===== src/fsp_pkg.sv =====
package fsp_pkg;

  localparam int unsigned CpW = 21;
  localparam int unsigned NumberBitsDef = 31;
  localparam int unsigned CfgIdxW = 2;
  localparam int unsigned CfgDataW = 21;

  typedef logic [CpW-1:0] cp_t;

  typedef enum logic [3:0] {
    PH_START,
    PH_HOLD,
    PH_SIGN,
    PH_Z,
    PH_HASH,
    PH_ZERO,
    PH_WIDTH,
    PH_USCORE,
    PH_COMMA2,
    PH_DOT,
    PH_PREC,
    PH_TYPE,
    PH_DONE,
    PH_ERROR
  } phase_e;

  typedef enum logic [2:0] {
    ST_OK,
    ST_OVERFLOW,
    ST_NO_PREC,
    ST_INVALID,
    ST_CONFLICT,
    ST_SEP_TYPE
  } status_e;

  localparam logic [CfgIdxW-1:0] CFG_DEFAULT_ALIGN = CfgIdxW'(0);
  localparam logic [CfgIdxW-1:0] CFG_DEFAULT_TYPE  = CfgIdxW'(1);

  localparam logic [1:0] ALIGN_LEFT   = 2'd0;
  localparam logic [1:0] ALIGN_RIGHT  = 2'd1;
  localparam logic [1:0] ALIGN_SIGN   = 2'd2;
  localparam logic [1:0] ALIGN_CENTER = 2'd3;

  localparam logic [1:0] SIGN_NONE  = 2'd0;
  localparam logic [1:0] SIGN_PLUS  = 2'd1;
  localparam logic [1:0] SIGN_MINUS = 2'd2;
  localparam logic [1:0] SIGN_SPACE = 2'd3;

  localparam logic [1:0] GRP_NONE   = 2'd0;
  localparam logic [1:0] GRP_COMMA  = 2'd1;
  localparam logic [1:0] GRP_USCORE = 2'd2;
  localparam logic [1:0] GRP_FOUR   = 2'd3;

  localparam cp_t CH_NUL    = 21'h00000;
  localparam cp_t CH_SPACE  = 21'h00020;
  localparam cp_t CH_HASH   = 21'h00023;
  localparam cp_t CH_PCT    = 21'h00025;
  localparam cp_t CH_PLUS   = 21'h0002B;
  localparam cp_t CH_COMMA  = 21'h0002C;
  localparam cp_t CH_MINUS  = 21'h0002D;
  localparam cp_t CH_DOT    = 21'h0002E;
  localparam cp_t CH_ZERO   = 21'h00030;
  localparam cp_t CH_NINE   = 21'h00039;
  localparam cp_t CH_LT     = 21'h0003C;
  localparam cp_t CH_EQ     = 21'h0003D;
  localparam cp_t CH_GT     = 21'h0003E;
  localparam cp_t CH_XU     = 21'h00058;
  localparam cp_t CH_CARET  = 21'h0005E;
  localparam cp_t CH_USCORE = 21'h0005F;
  localparam cp_t CH_B      = 21'h00062;
  localparam cp_t CH_O      = 21'h0006F;
  localparam cp_t CH_X      = 21'h00078;
  localparam cp_t CH_Z      = 21'h0007A;
  localparam cp_t CH_AIN    = 21'h00639;
  localparam cp_t CH_FEH    = 21'h00641;
  localparam cp_t CH_HEH    = 21'h00647;

  localparam logic [1:0] DefaultAlignRst = ALIGN_RIGHT;
  localparam cp_t        DefaultTypeRst  = CH_NUL;

  typedef struct packed {
    phase_e     phase;
    cp_t        held;
    logic       fill_seen;
    logic       align_seen;
    cp_t        fill;
    logic [1:0] align;
    logic [1:0] sign;
    logic       nz;
    logic       alt;
    logic [1:0] group;
    logic       digit_seen;
    logic       width_vld;
    logic       prec_vld;
    status_e    err;
  } ctrl_t;

  typedef struct packed {
    status_e            status;
    cp_t                fill_char;
    logic [1:0]         align_mode;
    logic [1:0]         sign_mode;
    logic               no_negative_zero;
    logic               alternate_form;
    logic signed [31:0] field_width;
    logic [1:0]         grouping_mode;
    logic signed [31:0] precision_value;
    cp_t                type_char;
  } res_t;

  // Returns {hit, code} for the four alignment characters.
  function automatic logic [2:0] align_lookup(cp_t c);
    logic [2:0] r;
    unique case (c)
      CH_LT:    r = {1'b1, ALIGN_LEFT};
      CH_GT:    r = {1'b1, ALIGN_RIGHT};
      CH_EQ:    r = {1'b1, ALIGN_SIGN};
      CH_CARET: r = {1'b1, ALIGN_CENTER};
      default:  r = 3'b000;
    endcase
    return r;
  endfunction

  function automatic ctrl_t start_ctrl(logic [1:0] dalign);
    ctrl_t s;
    s            = '0;
    s.phase      = PH_START;
    s.fill       = CH_SPACE;
    s.align      = dalign;
    s.err        = ST_OK;
    return s;
  endfunction

endpackage


===== src/fsp_if.sv =====
interface fsp_in_if import fsp_pkg::*; ();
  logic valid;
  logic ready;
  cp_t  code_point;
  logic last_char;

  modport source (output valid, output code_point, output last_char, input ready);
  modport sink (input valid, input code_point, input last_char, output ready);
endinterface

interface fsp_cfg_if import fsp_pkg::*; ();
  logic                valid;
  logic                ready;
  logic [CfgIdxW-1:0]  index;
  logic [CfgDataW-1:0] data;

  modport source (output valid, output index, output data, input ready);
  modport sink (input valid, input index, input data, output ready);
endinterface

interface fsp_out_if import fsp_pkg::*; ();
  logic               valid;
  logic               ready;
  logic [2:0]         status;
  cp_t                fill_char;
  logic [1:0]         align_mode;
  logic [1:0]         sign_mode;
  logic               no_negative_zero;
  logic               alternate_form;
  logic signed [31:0] field_width;
  logic [1:0]         grouping_mode;
  logic signed [31:0] precision_value;
  cp_t                type_char;

  modport source (
    output valid, output status, output fill_char, output align_mode, output sign_mode,
    output no_negative_zero, output alternate_form, output field_width, output grouping_mode,
    output precision_value, output type_char, input ready
  );
  modport sink (
    input valid, input status, input fill_char, input align_mode, input sign_mode,
    input no_negative_zero, input alternate_form, input field_width, input grouping_mode,
    input precision_value, input type_char, output ready
  );
endinterface


===== src/fsp_feed.sv =====
module fsp_feed import fsp_pkg::*; #(
  parameter int unsigned NUMBER_BITS = NumberBitsDef
) (
  input  ctrl_t                  ctrl_i,
  input  logic [NUMBER_BITS-1:0] acc_i,
  input  logic [NUMBER_BITS-1:0] width_i,
  input  logic [NUMBER_BITS-1:0] prec_i,
  input  cp_t                    cp_i,
  input  logic                   last_i,
  input  logic [1:0]             dalign_i,
  output ctrl_t                  ctrl_o,
  output logic [NUMBER_BITS-1:0] acc_o,
  output logic [NUMBER_BITS-1:0] width_o,
  output logic [NUMBER_BITS-1:0] prec_o
);

  logic                   is_digit;
  logic [NUMBER_BITS+3:0] prod;
  logic                   ovf;
  logic [2:0]             al;
  phase_e                 p;
  logic                   go;

  assign is_digit = (cp_i >= CH_ZERO) && (cp_i <= CH_NINE);
  assign al       = align_lookup(cp_i);

  // acc * 10 + digit; anything above the low NUMBER_BITS bits is an overflow.
  assign prod = ({4'b0000, acc_i} << 3) + ({4'b0000, acc_i} << 1)
              + (NUMBER_BITS + 4)'(cp_i[3:0]);
  assign ovf  = |prod[NUMBER_BITS+3:NUMBER_BITS];

  // Each part of the specifier is tried in order; go drops once one consumes the character.
  always_comb begin
    ctrl_o  = ctrl_i;
    acc_o   = acc_i;
    width_o = width_i;
    prec_o  = prec_i;
    p       = ctrl_i.phase;
    go      = 1'b1;

    if (p == PH_START || p == PH_HOLD) begin
      if (al[2]) begin
        ctrl_o.align      = al[1:0];
        ctrl_o.align_seen = 1'b1;
        ctrl_o.phase      = PH_SIGN;
        go                = 1'b0;
      end else begin
        p = PH_SIGN;
      end
    end

    if (go && p == PH_SIGN) begin
      if (cp_i == CH_PLUS || cp_i == CH_MINUS || cp_i == CH_SPACE) begin
        if (cp_i == CH_PLUS) begin
          ctrl_o.sign = SIGN_PLUS;
        end else if (cp_i == CH_MINUS) begin
          ctrl_o.sign = SIGN_MINUS;
        end else begin
          ctrl_o.sign = SIGN_SPACE;
        end
        ctrl_o.phase = PH_Z;
        go           = 1'b0;
      end else begin
        p = PH_Z;
      end
    end

    if (go && p == PH_Z) begin
      if (cp_i == CH_Z) begin
        ctrl_o.nz    = 1'b1;
        ctrl_o.phase = PH_HASH;
        go           = 1'b0;
      end else begin
        p = PH_HASH;
      end
    end

    if (go && p == PH_HASH) begin
      if (cp_i == CH_HASH) begin
        ctrl_o.alt   = 1'b1;
        ctrl_o.phase = PH_ZERO;
        go           = 1'b0;
      end else begin
        p = PH_ZERO;
      end
    end

    if (go && p == PH_ZERO) begin
      if (!ctrl_i.fill_seen && cp_i == CH_ZERO) begin
        ctrl_o.fill = CH_ZERO;
        if (!ctrl_i.align_seen && dalign_i == ALIGN_RIGHT) begin
          ctrl_o.align = ALIGN_SIGN;
        end
        ctrl_o.phase = PH_WIDTH;
        go           = 1'b0;
      end else begin
        p = PH_WIDTH;
      end
    end

    if (go && p == PH_WIDTH) begin
      if (is_digit) begin
        go = 1'b0;
        if (ovf) begin
          ctrl_o.err   = ST_OVERFLOW;
          ctrl_o.phase = PH_ERROR;
        end else begin
          acc_o             = prod[NUMBER_BITS-1:0];
          ctrl_o.digit_seen = 1'b1;
          ctrl_o.phase      = PH_WIDTH;
        end
      end else begin
        width_o           = acc_i;
        ctrl_o.width_vld  = ctrl_i.digit_seen;
        acc_o             = '0;
        ctrl_o.digit_seen = 1'b0;
        if (cp_i == CH_COMMA) begin
          ctrl_o.group = GRP_COMMA;
          ctrl_o.phase = PH_USCORE;
          go           = 1'b0;
        end else begin
          p = PH_USCORE;
        end
      end
    end

    if (go && p == PH_USCORE) begin
      if (cp_i == CH_USCORE) begin
        go = 1'b0;
        if (ctrl_o.group != GRP_NONE) begin
          ctrl_o.err   = ST_CONFLICT;
          ctrl_o.phase = PH_ERROR;
        end else begin
          ctrl_o.group = GRP_USCORE;
          ctrl_o.phase = PH_COMMA2;
        end
      end else begin
        p = PH_COMMA2;
      end
    end

    if (go && p == PH_COMMA2) begin
      if (cp_i == CH_COMMA && ctrl_o.group == GRP_USCORE) begin
        ctrl_o.err   = ST_CONFLICT;
        ctrl_o.phase = PH_ERROR;
        go           = 1'b0;
      end else begin
        p = PH_DOT;
      end
    end

    if (go && p == PH_DOT) begin
      if (cp_i == CH_DOT) begin
        acc_o             = '0;
        ctrl_o.digit_seen = 1'b0;
        ctrl_o.phase      = PH_PREC;
        go                = 1'b0;
      end else begin
        p = PH_TYPE;
      end
    end

    if (go && p == PH_PREC) begin
      if (is_digit) begin
        go = 1'b0;
        if (ovf) begin
          ctrl_o.err   = ST_OVERFLOW;
          ctrl_o.phase = PH_ERROR;
        end else begin
          acc_o             = prod[NUMBER_BITS-1:0];
          ctrl_o.digit_seen = 1'b1;
          ctrl_o.phase      = PH_PREC;
        end
      end else if (!ctrl_i.digit_seen) begin
        ctrl_o.err   = ST_NO_PREC;
        ctrl_o.phase = PH_ERROR;
        go           = 1'b0;
      end else begin
        prec_o            = acc_i;
        ctrl_o.prec_vld   = 1'b1;
        acc_o             = '0;
        ctrl_o.digit_seen = 1'b0;
        p                 = PH_TYPE;
      end
    end

    if (go) begin
      if (p == PH_TYPE && last_i) begin
        ctrl_o.held  = cp_i;
        ctrl_o.phase = PH_DONE;
      end else begin
        ctrl_o.err   = ST_INVALID;
        ctrl_o.phase = PH_ERROR;
      end
    end
  end

endmodule


===== src/fsp_finish.sv =====
module fsp_finish import fsp_pkg::*; #(
  parameter int unsigned NUMBER_BITS = NumberBitsDef
) (
  input  ctrl_t                  ctrl_i,
  input  logic [NUMBER_BITS-1:0] acc_i,
  input  logic [NUMBER_BITS-1:0] width_i,
  input  logic [NUMBER_BITS-1:0] prec_i,
  input  cp_t                    dtype_i,
  output res_t                   res_o
);

  ctrl_t                   s;
  logic [NUMBER_BITS-1:0]  wv;
  logic [NUMBER_BITS-1:0]  pv;
  cp_t                     typ;
  logic                    type_ok;
  logic                    type_bin;
  logic [NUMBER_BITS+31:0] wext;
  logic [NUMBER_BITS+31:0] pext;

  always_comb begin
    s  = ctrl_i;
    wv = width_i;
    pv = prec_i;

    // A number still open at the last character is closed here.
    if (s.phase == PH_WIDTH) begin
      wv          = acc_i;
      s.width_vld = s.digit_seen;
    end else if (s.phase == PH_PREC) begin
      if (!s.digit_seen) begin
        s.err   = ST_NO_PREC;
        s.phase = PH_ERROR;
      end else begin
        pv         = acc_i;
        s.prec_vld = 1'b1;
      end
    end

    typ      = (s.phase == PH_DONE) ? s.held : dtype_i;
    type_ok  = (typ == CH_FEH) || (typ == CH_HEH) || (typ == CH_AIN) ||
               (typ == CH_PCT) || (typ == CH_NUL);
    type_bin = (typ == CH_B) || (typ == CH_O) || (typ == CH_X) || (typ == CH_XU);

    if (s.phase != PH_ERROR && s.group != GRP_NONE && !type_ok) begin
      if (type_bin && s.group == GRP_USCORE) begin
        s.group = GRP_FOUR;
      end else begin
        s.err   = ST_SEP_TYPE;
        s.phase = PH_ERROR;
      end
    end

    wext = {32'd0, wv};
    pext = {32'd0, pv};

    res_o        = '0;
    res_o.status = s.err;
    if (s.phase != PH_ERROR) begin
      res_o.fill_char        = s.fill;
      res_o.align_mode       = s.align;
      res_o.sign_mode        = s.sign;
      res_o.no_negative_zero = s.nz;
      res_o.alternate_form   = s.alt;
      res_o.field_width      = s.width_vld ? wext[31:0] : '1;
      res_o.grouping_mode    = s.group;
      res_o.precision_value  = s.prec_vld ? pext[31:0] : '1;
      res_o.type_char        = typ;
    end
  end

endmodule


===== src/format_spec_parser.sv =====
// Channel  | Dir | Payload                                   | Transfer when
// ---------+-----+-------------------------------------------+-----------------------
// in_i     | in  | code_point, last_char                     | valid && ready
// cfg_i    | in  | index (0 default_align, 1 default_type)   | valid && ready
// res_o    | out | status and the nine specifier fields      | valid && ready
//
// One character is taken every cycle while in_i.ready is high; the result of a
// specifier is registered into the output buffer on the transfer of its last
// character; the parse logic between the state registers and that buffer is combinational.
// Reset is asynchronous and active low; there is no clearing pass.
// Results go through a two-entry output buffer, so in_i.ready drops only when both
// entries are full. The configuration channel is always ready.
module format_spec_parser import fsp_pkg::*; #(
  parameter int unsigned NUMBER_BITS = NumberBitsDef
) (
  input  logic      clk_i,
  input  logic      rst_ni,
  fsp_in_if.sink    in_i,
  fsp_cfg_if.sink   cfg_i,
  fsp_out_if.source res_o
);

  ctrl_t                  ctrl_q;
  logic [NUMBER_BITS-1:0] acc_q;
  logic [NUMBER_BITS-1:0] wid_q;
  logic [NUMBER_BITS-1:0] prc_q;
  logic [1:0]             dalign_q;
  cp_t                    dtype_q;
  res_t                   out_q;
  logic                   out_vld_q;
  res_t                   skid_q;
  logic                   skid_vld_q;

  ctrl_t                  m_ctrl, h1_ctrl, h2_ctrl, st_ctrl;
  logic [NUMBER_BITS-1:0] m_acc, h1_acc, h2_acc, st_acc;
  logic [NUMBER_BITS-1:0] m_wid, h1_wid, h2_wid, st_wid;
  logic [NUMBER_BITS-1:0] m_prc, h1_prc, h2_prc, st_prc;
  logic [NUMBER_BITS-1:0] h1_acc_small;
  cp_t                    cp;
  logic                   last;
  logic                   take;
  logic                   push;
  logic                   out_free;
  logic                   cfg_wr;
  logic [2:0]             cp_al;
  res_t                   fin_res;

  assign cp     = in_i.code_point;
  assign last   = in_i.last_char;
  assign take   = in_i.valid && in_i.ready;
  assign push   = take && last;
  assign cfg_wr = cfg_i.valid && cfg_i.ready;
  assign cp_al  = align_lookup(cp);

  assign in_i.ready  = !skid_vld_q;
  assign cfg_i.ready = 1'b1;

  fsp_feed #(.NUMBER_BITS(NUMBER_BITS)) u_feed_main (
    .ctrl_i  (ctrl_q),
    .acc_i   (acc_q),
    .width_i (wid_q),
    .prec_i  (prc_q),
    .cp_i    (cp),
    .last_i  (last),
    .dalign_i(dalign_q),
    .ctrl_o  (m_ctrl),
    .acc_o   (m_acc),
    .width_o (m_wid),
    .prec_o  (m_prc)
  );

  // The held first character is parsed with an empty accumulator.
  fsp_feed #(.NUMBER_BITS(NUMBER_BITS)) u_feed_held (
    .ctrl_i  (ctrl_q),
    .acc_i   ('0),
    .width_i (wid_q),
    .prec_i  (prc_q),
    .cp_i    (ctrl_q.held),
    .last_i  (1'b0),
    .dalign_i(dalign_q),
    .ctrl_o  (h1_ctrl),
    .acc_o   (h1_acc),
    .width_o (h1_wid),
    .prec_o  (h1_prc)
  );

  // After one character the accumulator holds at most a single digit.
  assign h1_acc_small = NUMBER_BITS'(h1_acc[3:0]);

  fsp_feed #(.NUMBER_BITS(NUMBER_BITS)) u_feed_next (
    .ctrl_i  (h1_ctrl),
    .acc_i   (h1_acc_small),
    .width_i (h1_wid),
    .prec_i  (h1_prc),
    .cp_i    (cp),
    .last_i  (last),
    .dalign_i(dalign_q),
    .ctrl_o  (h2_ctrl),
    .acc_o   (h2_acc),
    .width_o (h2_wid),
    .prec_o  (h2_prc)
  );

  always_comb begin
    st_ctrl = ctrl_q;
    st_acc  = acc_q;
    st_wid  = wid_q;
    st_prc  = prc_q;
    unique case (ctrl_q.phase)
      PH_START: begin
        if (last) begin
          st_ctrl = m_ctrl;
          st_acc  = m_acc;
          st_wid  = m_wid;
          st_prc  = m_prc;
        end else begin
          st_ctrl.held  = cp;
          st_ctrl.phase = PH_HOLD;
        end
      end
      PH_HOLD: begin
        if (cp_al[2]) begin
          // The held character is the fill and this one is the alignment.
          st_ctrl.fill       = ctrl_q.held;
          st_ctrl.align      = cp_al[1:0];
          st_ctrl.fill_seen  = 1'b1;
          st_ctrl.align_seen = 1'b1;
          st_ctrl.phase      = PH_SIGN;
        end else if (h1_ctrl.phase == PH_ERROR) begin
          st_ctrl = h1_ctrl;
          st_acc  = h1_acc;
          st_wid  = h1_wid;
          st_prc  = h1_prc;
        end else begin
          st_ctrl = h2_ctrl;
          st_acc  = h2_acc;
          st_wid  = h2_wid;
          st_prc  = h2_prc;
        end
      end
      PH_ERROR: begin
        st_ctrl = ctrl_q;
      end
      default: begin
        st_ctrl = m_ctrl;
        st_acc  = m_acc;
        st_wid  = m_wid;
        st_prc  = m_prc;
      end
    endcase
  end

  fsp_finish #(.NUMBER_BITS(NUMBER_BITS)) u_finish (
    .ctrl_i (st_ctrl),
    .acc_i  (st_acc),
    .width_i(st_wid),
    .prec_i (st_prc),
    .dtype_i(dtype_q),
    .res_o  (fin_res)
  );

  always_ff @(posedge clk_i or negedge rst_ni) begin
    if (!rst_ni) begin
      dalign_q <= DefaultAlignRst;
      dtype_q  <= DefaultTypeRst;
    end else if (cfg_wr) begin
      if (cfg_i.index == CFG_DEFAULT_ALIGN) begin
        dalign_q <= cfg_i.data[1:0];
      end else if (cfg_i.index == CFG_DEFAULT_TYPE) begin
        dtype_q <= cfg_i.data[CpW-1:0];
      end
    end
  end

  always_ff @(posedge clk_i or negedge rst_ni) begin
    if (!rst_ni) begin
      ctrl_q <= start_ctrl(DefaultAlignRst);
      acc_q  <= '0;
      wid_q  <= '0;
      prc_q  <= '0;
    end else if (take) begin
      if (last) begin
        ctrl_q <= start_ctrl(dalign_q);
        acc_q  <= '0;
      end else begin
        ctrl_q <= st_ctrl;
        acc_q  <= st_acc;
        wid_q  <= st_wid;
        prc_q  <= st_prc;
      end
    end else if (cfg_wr && cfg_i.index == CFG_DEFAULT_ALIGN && ctrl_q.phase == PH_START) begin
      // A specifier that has not started yet picks up the new default.
      ctrl_q.align <= cfg_i.data[1:0];
    end
  end

  assign out_free = !out_vld_q || res_o.ready;

  always_ff @(posedge clk_i or negedge rst_ni) begin
    if (!rst_ni) begin
      out_vld_q  <= 1'b0;
      skid_vld_q <= 1'b0;
    end else if (out_free) begin
      if (skid_vld_q) begin
        out_vld_q  <= 1'b1;
        skid_vld_q <= push;
      end else begin
        out_vld_q <= push;
      end
    end else if (push) begin
      skid_vld_q <= 1'b1;
    end
  end

  always_ff @(posedge clk_i) begin
    if (out_free) begin
      if (skid_vld_q) begin
        out_q <= skid_q;
        if (push) begin
          skid_q <= fin_res;
        end
      end else if (push) begin
        out_q <= fin_res;
      end
    end else if (push) begin
      skid_q <= fin_res;
    end
  end

  assign res_o.valid            = out_vld_q;
  assign res_o.status           = out_q.status;
  assign res_o.fill_char        = out_q.fill_char;
  assign res_o.align_mode       = out_q.align_mode;
  assign res_o.sign_mode        = out_q.sign_mode;
  assign res_o.no_negative_zero = out_q.no_negative_zero;
  assign res_o.alternate_form   = out_q.alternate_form;
  assign res_o.field_width      = out_q.field_width;
  assign res_o.grouping_mode    = out_q.grouping_mode;
  assign res_o.precision_value  = out_q.precision_value;
  assign res_o.type_char        = out_q.type_char;

endmodule


===== src/flat_wrapper.sv =====
// flat-port wrapper written by rule: the top's interface ports become plain ports
module format_spec_parser_flat import fsp_pkg::*;
#(
  parameter int unsigned NUMBER_BITS = NumberBitsDef
)
  (clk_i, rst_ni, in_i_valid, in_i_code_point, in_i_last_char, in_i_ready, cfg_i_valid, cfg_i_index, cfg_i_data, cfg_i_ready, res_o_valid, res_o_status, res_o_fill_char, res_o_align_mode, res_o_sign_mode, res_o_no_negative_zero, res_o_alternate_form, res_o_field_width, res_o_grouping_mode, res_o_precision_value, res_o_type_char, res_o_ready);
  fsp_in_if in_i_i ();
  fsp_cfg_if cfg_i_i ();
  fsp_out_if res_o_i ();
  input  logic clk_i;
  input  logic rst_ni;
  input wire logic [$bits(in_i_i.valid)-1:0] in_i_valid;
  input wire logic [$bits(in_i_i.code_point)-1:0] in_i_code_point;
  input wire logic [$bits(in_i_i.last_char)-1:0] in_i_last_char;
  output wire logic [$bits(in_i_i.ready)-1:0] in_i_ready;
  input wire logic [$bits(cfg_i_i.valid)-1:0] cfg_i_valid;
  input wire logic [$bits(cfg_i_i.index)-1:0] cfg_i_index;
  input wire logic [$bits(cfg_i_i.data)-1:0] cfg_i_data;
  output wire logic [$bits(cfg_i_i.ready)-1:0] cfg_i_ready;
  output wire logic [$bits(res_o_i.valid)-1:0] res_o_valid;
  output wire logic [$bits(res_o_i.status)-1:0] res_o_status;
  output wire logic [$bits(res_o_i.fill_char)-1:0] res_o_fill_char;
  output wire logic [$bits(res_o_i.align_mode)-1:0] res_o_align_mode;
  output wire logic [$bits(res_o_i.sign_mode)-1:0] res_o_sign_mode;
  output wire logic [$bits(res_o_i.no_negative_zero)-1:0] res_o_no_negative_zero;
  output wire logic [$bits(res_o_i.alternate_form)-1:0] res_o_alternate_form;
  output wire logic [$bits(res_o_i.field_width)-1:0] res_o_field_width;
  output wire logic [$bits(res_o_i.grouping_mode)-1:0] res_o_grouping_mode;
  output wire logic [$bits(res_o_i.precision_value)-1:0] res_o_precision_value;
  output wire logic [$bits(res_o_i.type_char)-1:0] res_o_type_char;
  input wire logic [$bits(res_o_i.ready)-1:0] res_o_ready;
  assign in_i_i.valid = in_i_valid;
  assign in_i_i.code_point = in_i_code_point;
  assign in_i_i.last_char = in_i_last_char;
  assign in_i_ready = in_i_i.ready;
  assign cfg_i_i.valid = cfg_i_valid;
  assign cfg_i_i.index = cfg_i_index;
  assign cfg_i_i.data = cfg_i_data;
  assign cfg_i_ready = cfg_i_i.ready;
  assign res_o_valid = res_o_i.valid;
  assign res_o_status = res_o_i.status;
  assign res_o_fill_char = res_o_i.fill_char;
  assign res_o_align_mode = res_o_i.align_mode;
  assign res_o_sign_mode = res_o_i.sign_mode;
  assign res_o_no_negative_zero = res_o_i.no_negative_zero;
  assign res_o_alternate_form = res_o_i.alternate_form;
  assign res_o_field_width = res_o_i.field_width;
  assign res_o_grouping_mode = res_o_i.grouping_mode;
  assign res_o_precision_value = res_o_i.precision_value;
  assign res_o_type_char = res_o_i.type_char;
  assign res_o_i.ready = res_o_ready;
  format_spec_parser #(.NUMBER_BITS(NUMBER_BITS)) u_core (.clk_i(clk_i), .rst_ni(rst_ni), .in_i(in_i_i), .cfg_i(cfg_i_i), .res_o(res_o_i));
endmodule

===== config.mk =====
export PLATFORM = sky130hd
export DESIGN_NAME = format_spec_parser_flat
export DESIGN_NICKNAME = d
export VERILOG_FILES = /design/src/fsp_pkg.sv /design/src/fsp_if.sv /design/src/fsp_feed.sv /design/src/fsp_finish.sv /design/src/format_spec_parser.sv /design/src/flat_wrapper.sv
export SDC_FILE = /design/constraint.sdc
export NUM_CORES = 1
export LEC_CHECK = 0
export BUFFER_PORTS_ARGS = -buffer_cell sky130_fd_sc_hd__buf_2
export CORE_MARGIN = 4
export CORE_UTILIZATION = 45
export DETAILED_ROUTE_END_ITERATION = 12
export SLEW_MARGIN = 20
export SYNTH_ARGS = -nofsm -noshare
export SYNTH_HDL_FRONTEND = slang
export SYNTH_SLANG_ARGS = --single-unit

===== constraint.sdc =====
create_clock -name clk_i -period 13.2 [get_ports clk_i]
set_input_delay 2.64 -clock clk_i [delete_from_list [all_inputs] [get_ports clk_i]]
set_output_delay 2.64 -clock clk_i [all_outputs]
set_load 0.01 [all_outputs]

==> metrics.md <==
| Metric | Value |
|---|---|
| Outcome | complete, no violations |
| Syn_nets | 2999 |
| CP arrival | 10.98 ns |
| Period utilisation layout | 80.9% |
| Clk sinks | 414 |
| Cells after Synth | 2877 |
| Die Ht | 249 µm |
| Gr ovfl total | 0 |
| H-tree levels | 2 |
| First DRT Iteration DRCs | 2691 |
| Met1 Use GR | 45.7% |
| Power per cell area | 165 nW/µm² |
| Max_slew headroom | 13.8% |
| Final Util | 50.7% |
| Placed cells | 3689 |
| Yosys reg bits | 414 |
| Die X | 249 µm |
| Antenna violations before repair | 5 |
| Die area | 62000 µm² |
| Layout fillers | 5418 |
| Syn Area/Cell | 9.08 µm² |
| Pin count of the biggest net entering global routing | 107 |
| Post-CTS Resized | 0 |
| Crit path largest cell delay | 0.85 ns |
| Fin. Hold Viols | 0 |
| Num rows | 88 |
| Sequential share of the synthesized area | 44.2% |
| Slew @ Worst Pin | 1.28 ns |
| CTS tree | yes |
| Max cap viols | 0 |
| Worst-path fanout max | 46 |
| First-pass GRT wire length | 149000 µm |
| I/O Pins | 170 |
| Worst Path Required | 13.50 ns |
| Synth unique cells | 105 |
| Vias in the first global route | 22500 |
| CP Cell Sequence | buf_2 > nor4_1 > nand4_1 > nor4_1 > nor3_1 > o21ai_1 > o21bai_1 > buf_4 > o221ai_1 > o21a_1 > o211ai_2 > nand2_1 > o22a_1 > a21oi_1 > o211ai_1 > nor4b_1 > and4b_1 > o211a_1 > o211ai_1 > nand3_1 > o21ai_4 > buf_4 > buf_4 > o21ai_0 |
| Main area contributors after synthesis | edfxtp_1, dfrtp_1, o21ai_0, nand2_1, nor2_1 |
| Most frequent cell after synthesis | nand2_1 |
| Min cycle time layout | 10.68 ns |
| DR WL/cell | 26.6 µm |
| Post-synth top area share | 26.9% |
| Top_reg_cell synth | edfxtp_1 |
| Proportion of layout cells with a drive suffix above 1 | 16.2% |
| Leakage power total | 11.5 nW |
| Clk Latency, worst-skew pair | 0.60 ns |
| Met2 Use GR | 44.6% |
| Max-slew violations | 0 |
| Setup TNS | 0 ns |
| Netlist Area Pre-Place | 26100 µm² |
| Layout Nets | 3093 |
| GRT Util Overall | 31.2% |
| Worst Setup Path Type | input pin to register |
| Detailed placer's ending HPWL | 72900 µm |
| TritonRoute pass-1 iters | 8 |
| Met3 Track Usage GR | 9.65% |
| Hold buffer count at CTS | 0 |
| Synth top cells by count | nand2_1, nor2_1, o21ai_0 |
| Antenna viol nets, final | 0 |
| Most used routing layer | met1 |
| Post-CTS Setup Bufs | 0 |
| Area leader, netlist | edfxtp_1 |
| TritonCTS buffer count | 45 |
| Asr flop ratio synth | 43.5% |
| # DRC | 0 |
| Post-synth EDFFs | 234 |
| Vias | 24200 |
| Port Buffers | 168 |
| F_max | 93.6 MHz |
| Unrepaired setup endpoints after global routing | no |
| Maximum vdd drop | 0.000101 V |
| Hold Path Class | register to register |
| CP endpoint kind | register |
| Worst Setup Start Kind | input pin |
| Yosys warns | 0 |
| CORE AREA | 57600 µm² |
| Most Frequent Cell on Critical Path | buf_4 |
| Area grow syn2layout | 11.7% |
| Root buffer selected by CTS | clkbuf_16 |
| WL final | 101000 µm |
| Non-Filler Instances | 3776 |
| Final setup viols | 0 |
| Final clock skew | 0.0270 ns |
| Initial Util | 45.4% |
| Clk pin slew, worst setup/hold paths | 0.06 ns |
| CP max-delay cell | nor4_1 |
| Via/cell ratio | 6.41 |
| GPL Wtd Cong | 0.979 |
| Clk buf depth | 3 |
[placed cells by master (no fill, tap or decap), types with 19 or more instances in the layout]
cell type / n
nor2_1: 373
a22o_1: 44
a31oi_1: 24
o211ai_1: 21
buf_2: 167
inv_1: 42
o21ai_2: 59
clkbuf_16: 45
nand4_1: 20
nand3_1: 47
ha_1: 68
a22oi_1: 53
nor4_1: 21
dfrtp_1: 176
clkbuf_1: 19
o31ai_1: 35
buf_4: 62
nor2b_1: 19
nor3_1: 56
edfxtp_1: 234
mux2_2: 56
o21a_1: 20
nand2_1: 378
a21oi_1: 146
o21ai_0: 303
a21o_1: 27
mux2i_1: 40
nand2b_1: 19
nand3b_1: 33
and3_1: 21
[metrics by stage]
step	setup WS (ns)	power, W	area, µm²	hold slack, ns
2_1_floorplan	1.16	0.00293	26100	0.451
3_3_place_gp	2.23	0.00351	27700	0.465
3_5_place_dp	1.98	0.00354	27700	0.471
4_1_cts	2.61	0.00480	29200	0.485
5_1_grt	1.84	0.00505	29200	0.501
6_report	2.52	0.00482	29200	0.483
[report_power, final]
part / internal, W / total [W] / switching (W)
logic: 0.000570 / 0.00179 / 0.00122
clock network: 0.000710 / 0.00126 / 0.000548
registers: 0.00161 / 0.00177 / 0.000163
[worst paths after layout]
kind	cells past startpoint	slack, ns	endpoint	startpoint
setup / recovery	24	2.52	u_core.res_o.precision_value[3]$_DFFE_PP_	in_i_code_point[19]
hold / removal	2	0.48	u_core.ctrl_q[15]$_DFFE_PN0P_	u_core.ctrl_q[15]$_DFFE_PN0P_
setup reg to reg	23	3.84	u_core.res_o.precision_value[3]$_DFFE_PP_	u_core.ctrl_q[59]$_DFFE_PN0P_
hold reg to reg	2	0.48	u_core.ctrl_q[15]$_DFFE_PN0P_	u_core.ctrl_q[15]$_DFFE_PN0P_
max in group asynchronous	3	8.97	u_core.prc_q[28]$_DFFE_PN0P_	rst_ni
min in group asynchronous	1	1.98	u_core.wid_q[18]$_DFFE_PN0P_	rst_ni
[metal layers]
metal  part of all wire [%]  routed length, µm
met5                  0.023                 23
met4                    2.9               2960
met3                     11              11400
met2                     42              42300
met1                     44              43900
[worst max-delay path: cells and delay by family]
kind / cells / cell delay (ns)
AOI/OAI and AO/OA: 12 / 3.09
buffers and inverters: 4 / 1.55
and+or+nand+nor: 8 / 3.63
[state kept, by name, summed over array words and instances, names as in the netlist, 2 cells and up]
| name | cells |
|---|---|
| u_core.acc_q | 31 |
| u_core.ctrl_q | 62 |
| u_core.dalign_q | 2 |
| u_core.dtype_q | 21 |
| u_core.prc_q | 31 |
| u_core.res_o.align_mode | 2 |
| u_core.res_o.field_width | 32 |
| u_core.res_o.fill_char | 21 |
| u_core.res_o.grouping_mode | 2 |
| u_core.res_o.precision_value | 32 |
| u_core.res_o.sign_mode | 2 |
| u_core.res_o.status | 3 |
| u_core.res_o.type_char | 21 |
| u_core.skid_q | 117 |
| u_core.wid_q | 31 |
[cell type report]
class | count | area (µm²) | area share (%)
Clock buffer | 73 | 1320 | 4.53
Tap cell | 765 | 957 | 3.28
Antenna cell | 3 | 7.51 | 0.0257
Inverter | 43 | 161 | 0.553
Multi-Input combinational cell | 2235 | 13700 | 47.0
Clock inverter | 11 | 135 | 0.463
Timing Repair Buffer | 232 | 1350 | 4.62
Sequential cell | 414 | 11500 | 39.6
[kinds of logic (layout without fill, tap and decap cells)]
group,Yosys count,after routing,synth area share (%)
multiplexers,96,96,3.95
AND/OR/NAND/NOR,1109,1109,19.6
AO/OA/AOI/OAI,927,927,24.0
other,1,4,0.0144
XOR/XNOR,30,30,1.01
buffers and inverters,228,359,3.74
adder cells (fa/ha/maj),72,72,3.56
flip-flops,414,414,44.2
No activity file was read; power rests on OpenSTA's default activity.
